File: src/hw/rtl/rmq_sqrt.sv
// ----------------------------------------------------------------------------
// rmq_sqrt
// Pipelined integer square root, one root bit per register stage, with a
// sideband word that travels alongside the radicand.
// ----------------------------------------------------------------------------
`default_nettype none

module rmq_sqrt #(
  parameter int RAD_BITS  = 33,
  parameter int SIDE_BITS = 53
) (
  input  wire                          clk,
  input  wire                          rst,
  input  wire                          en,
  input  wire                          in_valid,
  input  wire  [RAD_BITS-1:0]          rad,
  input  wire  [SIDE_BITS-1:0]         side,
  output logic                         out_valid,
  output logic [(RAD_BITS+1)/2-1:0]    root,
  output logic [SIDE_BITS-1:0]         side_out
);

  localparam int NI  = (RAD_BITS + 1) / 2;
  localparam int RWE = 2 * NI;
  localparam int RMW = NI + 2;

  // Stage registers, entry n holds the state after step n.
  logic                 vld   [NI];
  logic [RWE-1:0]       rr    [NI];
  logic [RMW-1:0]       rm    [NI];
  logic [NI-1:0]        rt    [NI];
  logic [SIDE_BITS-1:0] sd    [NI];

  // Inputs of each step.
  logic                 c_vld [NI];
  logic [RWE-1:0]       c_rr  [NI];
  logic [RMW-1:0]       c_rm  [NI];
  logic [NI-1:0]        c_rt  [NI];
  logic [SIDE_BITS-1:0] c_sd  [NI];

  // Step results.
  logic [RMW+1:0]       cat   [NI];
  logic [RMW+1:0]       trial [NI];
  logic [RMW-1:0]       rm_nx [NI];
  logic [NI-1:0]        rt_nx [NI];

  // Each step brings down one radicand bit pair and decides one root bit.
  always_comb begin
    for (int n = 0; n < NI; n++) begin
      if (n == 0) begin
        c_vld[n] = in_valid;
        c_rr[n]  = {{(RWE-RAD_BITS){1'b0}}, rad};
        c_rm[n]  = '0;
        c_rt[n]  = '0;
        c_sd[n]  = side;
      end else begin
        c_vld[n] = vld[n-1];
        c_rr[n]  = rr[n-1];
        c_rm[n]  = rm[n-1];
        c_rt[n]  = rt[n-1];
        c_sd[n]  = sd[n-1];
      end
      cat[n]   = {c_rm[n], c_rr[n][RWE-1 -: 2]};
      trial[n] = {2'b00, c_rt[n], 2'b01};
      if (cat[n] >= trial[n]) begin
        rm_nx[n] = RMW'(cat[n] - trial[n]);
        rt_nx[n] = {c_rt[n][NI-2:0], 1'b1};
      end else begin
        rm_nx[n] = cat[n][RMW-1:0];
        rt_nx[n] = {c_rt[n][NI-2:0], 1'b0};
      end
    end
  end

  // Valid bits, cleared by reset.
  always_ff @(posedge clk) begin
    if (rst) begin
      for (int n = 0; n < NI; n++) vld[n] <= 1'b0;
    end else if (en) begin
      for (int n = 0; n < NI; n++) vld[n] <= c_vld[n];
    end
  end

  // Payload registers.
  always_ff @(posedge clk) begin
    if (en) begin
      for (int n = 0; n < NI; n++) begin
        rr[n] <= c_rr[n] << 2;
        rm[n] <= rm_nx[n];
        rt[n] <= rt_nx[n];
        sd[n] <= c_sd[n];
      end
    end
  end

  assign out_valid = vld[NI-1];
  assign root      = rt[NI-1];
  assign side_out  = sd[NI-1];

endmodule

`default_nettype wire

File: config.mk
export PLATFORM = sky130hd
export DESIGN_NAME = rmq_sqrt
export DESIGN_NICKNAME = d
export VERILOG_FILES = /design/src/hw/rtl/rmq_sqrt.sv
export SDC_FILE = /design/constraint.sdc
export NUM_CORES = 1
export LEC_CHECK = 0
export ABC_AREA = 1
export BUFFER_PORTS_ARGS = -buffer_cell sky130_fd_sc_hd__buf_2
export CORE_UTILIZATION = 50
export DETAILED_ROUTE_END_ITERATION = 8
export PLACE_DENSITY = 0.76
export SETUP_SLACK_MARGIN = 0.05
export SLEW_MARGIN = 20
export SYNTH_ARGS = -nofsm -noshare
export SYNTH_HDL_FRONTEND = slang
export SYNTH_SLANG_ARGS = --single-unit
File: constraint.sdc
create_clock -name clk -period 2 [get_ports clk]
set_input_delay 0.4 -clock clk [delete_from_list [all_inputs] [get_ports clk]]
set_output_delay 0.4 -clock clk [all_outputs]
set_load 0.02 [all_outputs]
---- Word level (Yosys, flattened, before mapping) ----
Memories as Yosys holds them, arrays and structs flattened.
Index checks and enable logic that the tools add are counted.
storage, ports and cells
  memories kept ........................... 5
  output and inout bits ................... 71
  bits in writable memories ............... 2074
  register bits after elaboration ......... 0
  input bits .............................. 90
cells by class
  muxes and demuxes ....................... 57
  magnitude comparators ................... 17
  bitwise logic cells ..................... 17
  add/subtract/negate cells ............... 17
memories
  name  words  width  read ports  clocked after Yosys merged registers in  wr ports  RTL line  RTL
  sd    17     53     17          0                                        17        32        logic [SIDE_BITS-1:0] sd [NI];
  rr    17     32     16          0                                        17        29        logic [RWE-1:0] rr [NI];
  rm    17     19     16          0                                        17        30        logic [RMW-1:0] rm [NI];
  rt    17     17     17          0                                        17        31        logic [NI-1:0] rt [NI];
  vld   17     1      17          0                                        17        28        logic vld [NI];
operator list
  cell                                                                count
  21-bit by 19-bit greater-or-equal comparator with 1-bit output      16
  19-bit 2-to-1 mux                                                   17
  19-bit subtractor                                                   16
  1-bit 2-to-1 mux                                                    40
  1-bit bitwise OR                                                    17
  1-bit by 1-bit subtractor with 2-bit output, second input constant  1
  1-bit greater-or-equal comparator, second input constant            1

---- Depth between registers and ports, before layout ----
  depth in word-level cells ............... 4
  mapped depth ............................ 14
  mapped depth without buffers ............ 14

---- Worst setup path before layout ----
OpenSTA, ideal clock, no wires.
  path kind ............................... flip-flop to flip-flop
  from .................................... mem rm[0][200] in the netlist's numbering
  to ...................................... mem rm[0][216] in the netlist's numbering (data pin)
  cell stages (with the launch flop) ...... 9
  required time ........................... 1.743 ns
  period minus slack after synthesis ...... 1.981 ns
  arrival ................................. 1.724 ns
  path slack .............................. 0.019 ns
  setup time .............................. 0.257 ns
  cells stage by stage .................... edfxtp_1 -> ha_1 -> a21oi_2 -> o21ai_1 -> a21oi_1 -> nand2_2 -> nor2_8 -> buf_12 -> o21ai_2
RTL lines
  item             RTL line
  start, declared  30

==> summary.txt <==
Status
  – Status: complete, but fails checks
  – Failing checks: setup timing

Clock tree
  – Num CTS Buffers: 162
  – Largest buffer count on any clock path: 3
  – Clk sinks: 1621
  – Worst skew pair latency: 0.80 ns
  – # H-tree levels: 4
  – TritonCTS clock tree: done
  – Clk pin slew, worst setup/hold paths: 0.06 ns
  – Root buffer cell: clkbuf_16

Die
  – Core Area: 128000 um^2
  – IO Pins: 161
  – Die Y: 362 um
  – Effective utilization at floorplan: 50.6%
  – Std cell rows: 131
  – Die ar.: 131000 um^2
  – Die X: 362 um

Timing
  – Smallest hold slack: 0.264 ns
  – Worst-Margin Slew: 0.558 ns
  – Slew Limit Fails: 0
  – Worst slew margin: 62.8%
  – Tcrit/Tclk final: 106%
  – RSZ-0062 raised after global routing: true
  – Clk_skew: 0.0697 ns
  – Fin. Hold Viols: 0
  – Final setup margin: -0.117 ns
  – Final Setup Violations: 116
  – Tmin final: 2.12 ns
  – Fmax achieved: 472 MHz
  – TNS Setup: -5.95 ns

Logic synthesis
  – Synth Cell Area: 64900 um^2
  – Distinct cells, synth: 49
  – Register area share after synthesis: 75.0%
  – Post-synthesis net count: 5237
  – Cells after synthesis: 4977
  – Ys Warns: 0
  – Flops & latches, synth: 1621
  – Post-Syn Area per Cell: 13.0 um^2

Power
  – Clk pwr share: 35.1%
  – Pwr Density: 988 nW/um^2
  – Max IR drop VDD: 0.876 mV
  – Net Sw Frac: 25.4%
  – LEAKAGE: 35.3 nW
  – Power after layout: 86.1 mW
  – Psw: 21.9 mW
  – Int Pwr: 64.2 mW
  – Seq pwr share: 48.7%
  – Gate power share: 16.2%

Drt
  – DRC errors left: 0
  – Initial DRT Pass Iterations: 6
  – Routed Antenna Nets: 0
  – Total number of vias: 40000
  – Post-Route WL: 134000 um
  – Average wire per standard cell: 16.4 um
  – Routed vias/inst: 4.90
  – Initial DRC count: 2425

Global routing
  – Gr ovfl total: 0
  – Vias in the first global route: 39300
  – Largest net degree at the start of global routing: 87
  – Antenna violations before repair: 1
  – Tot GR Track Use: 19.8%
  – First-pass GRT wire length: 204000 um

Flow run
  – Max-cap violations: 0

Cells and area
  – N_diodes: 0
  – Finished Cell Area: 87200 um^2
  – Final nets: 6558
  – Final non-filler cell total: 8157
  – Share of layout cells above drive strength 1: 37.2%
  – Layout area overhead: 34.3%

Setup path
  – Setup crit end kind: register
  – CP Class: register to register
  – Crit path launch type: register
  – WP data required: 2.50 ns
  – Arr. time, crit path: 2.62 ns
  – CP Max Fanout: 7

Place
  – Placed cell count: 7480
  – GPL Wtd Cong: 0.907
  – HPWL Detailed: 85300 um
  – IO Port Bufs: 160
  – Area after DPL: 73100 um^2

Hold path
  – Hold crit path type: primary input to register
==> timing repair <==
item,4_1_cts,5_1_grt
hold buffers,88,0
setup endpoints to repair,254,284
gates cloned,14,6
pin swaps,184,322
resized for setup,581,830
setup buffers,144,157
hold endpoints to repair,90,0
==> path summary, 6_finish.rpt <==
| kind | cells after the start | slack (ns) | start | endpoint |
|---|---|---|---|---|
| worst min register to register | 0 | 0.38 | sd[0][48] | sd[0][101] |
| worst min-delay path | 2 | 0.26 | rst | vld[0][12] |
| worst max-delay path | 12 | -0.12 | rm[0][175] | rm[0][190] |
| worst max register to register | 12 | -0.12 | rm[0][175] | rm[0][190] |
==> critical path, cell delays in order, from the launching register on <==
cell	delay (ns)
edfxtp_1	0.48
ha_4	0.36
buf_6	0.11
nand2_4	0.05
nor2_4	0.10
nand2_2	0.06
a21oi_2	0.15
inv_1	0.08
nand2_2	0.10
nor2_4	0.06
buf_12	0.15
nand2_2	0.06
nand2_2	0.08
==> registers in the layout (all words and copies together) (netlist names) <==
| name | count |
|---|---|
| rm | 278 |
| rr | 272 |
| rt | 153 |
| sd | 901 |
| vld | 17 |
==> layout make-up <==
cell class              instances  area, um^2
clock buffers                 195        4180
inverters                     667        2580
repair buffers               1181        9840
fillers                      8827       41000
clock inverters                99        1200
repair inverters                1        8.76
well taps                    1729        2160
flip-flops and latches       1621       48700
multi-input cells            2664       18600
==> power groups by stage <==
stage | registers, mW | clock network, mW | logic (mW)
3_3_place_gp | 42.3 | 0 | 9.79
2_1_floorplan | 42.0 | 0 | 5.21
5_1_grt | 42.2 | 32.2 | 15.2
6_report | 41.9 | 30.2 | 14.0
3_5_place_dp | 42.4 | 0 | 9.91
4_1_cts | 41.9 | 30.9 | 11.8
==> per-layer routing <==
layer / track usage, % / share of wire [%] / vias up
met2: 35.0 / 52 / 813
met5: 0 / 0.012 / -
met1: 24.2 / 40 / 19200
li1: - / - / 19700
met4: 7.81 / 4.0 / 2
met3: 3.29 / 3.8 / 306
==> logic make-up (layout without fill, tap and decap cells) <==
logic type,after synthesis,in the layout,share of synthesized area [%]
AND/OR/NAND/NOR,2071,2077,13.4
flip-flops,1621,1621,75.0
buffers and inverters,698,2143,4.25
AO/OA/AOI/OAI,308,308,2.67
adder cells (fa/ha/maj),170,170,3.28
XOR/XNOR,108,108,1.46
other,1,1,0.00578
==> cells in the final DEF, fill, tap and decap left out, types with 16 or more instances in the layout <==
master / n
xnor2_1: 35
ha_4: 118
clkbuf_1: 33
o21ai_2: 36
clkbuf_16: 165
o21ai_0: 48
nor2_2: 56
nand3b_1: 35
nand3_2: 39
nor2_1: 272
edfxtp_1: 1621
nand2_4: 110
o21ai_4: 16
nand2_1: 878
nand4_1: 41
buf_6: 76
nor2_4: 52
dlygate4sd3_1: 88
buf_12: 57
bufinv_16: 16
nand3_1: 189
inv_1: 515
a21oi_1: 63
o21ai_1: 23
clkinv_2: 20
ha_1: 49
buf_4: 790
nor3_1: 19
a21oi_4: 41
buf_2: 159
a21oi_2: 59
xor2_1: 67
nand2_2: 321
clkinv_1: 32
inv_2: 132
==> through the flow <==
stage               util (%)  worst slack, ns
floorplan                  -           0.0552
global placement        57.0           -0.344
detailed placement      57.0           -0.421
CTS                     65.0           -0.104
global route            68.0           -0.194
finish                  68.0           -0.117
==> Yosys cell counts (all sizes together) <==
cell	count	area (um^2)
a21boi	5	37.5
a21o	3	22.5
a21oi	163	921
a31oi	1	6.26
and2	3	18.8
and3	4	25.0
buf	29	245
clkbuf	2	7.51
clkinv	1	3.75
conb	1	3.75
edfxtp	1621	48700
ha	170	2130
inv	666	2500
nand2	1313	5030
nand2b	1	6.26
nand3	238	1220
nand3b	35	263
nand4	41	257
nor2	381	1510
nor3	39	233
nor4	5	46.3
o2111ai	1	8.76
o211ai	4	30.0
o21a	2	15.0
o21ai	123	642
o21bai	6	48.8
or2	9	56.3
or3	2	12.5
xnor2	38	333
xor2	70	613
(Power assumes the default switching activity.)
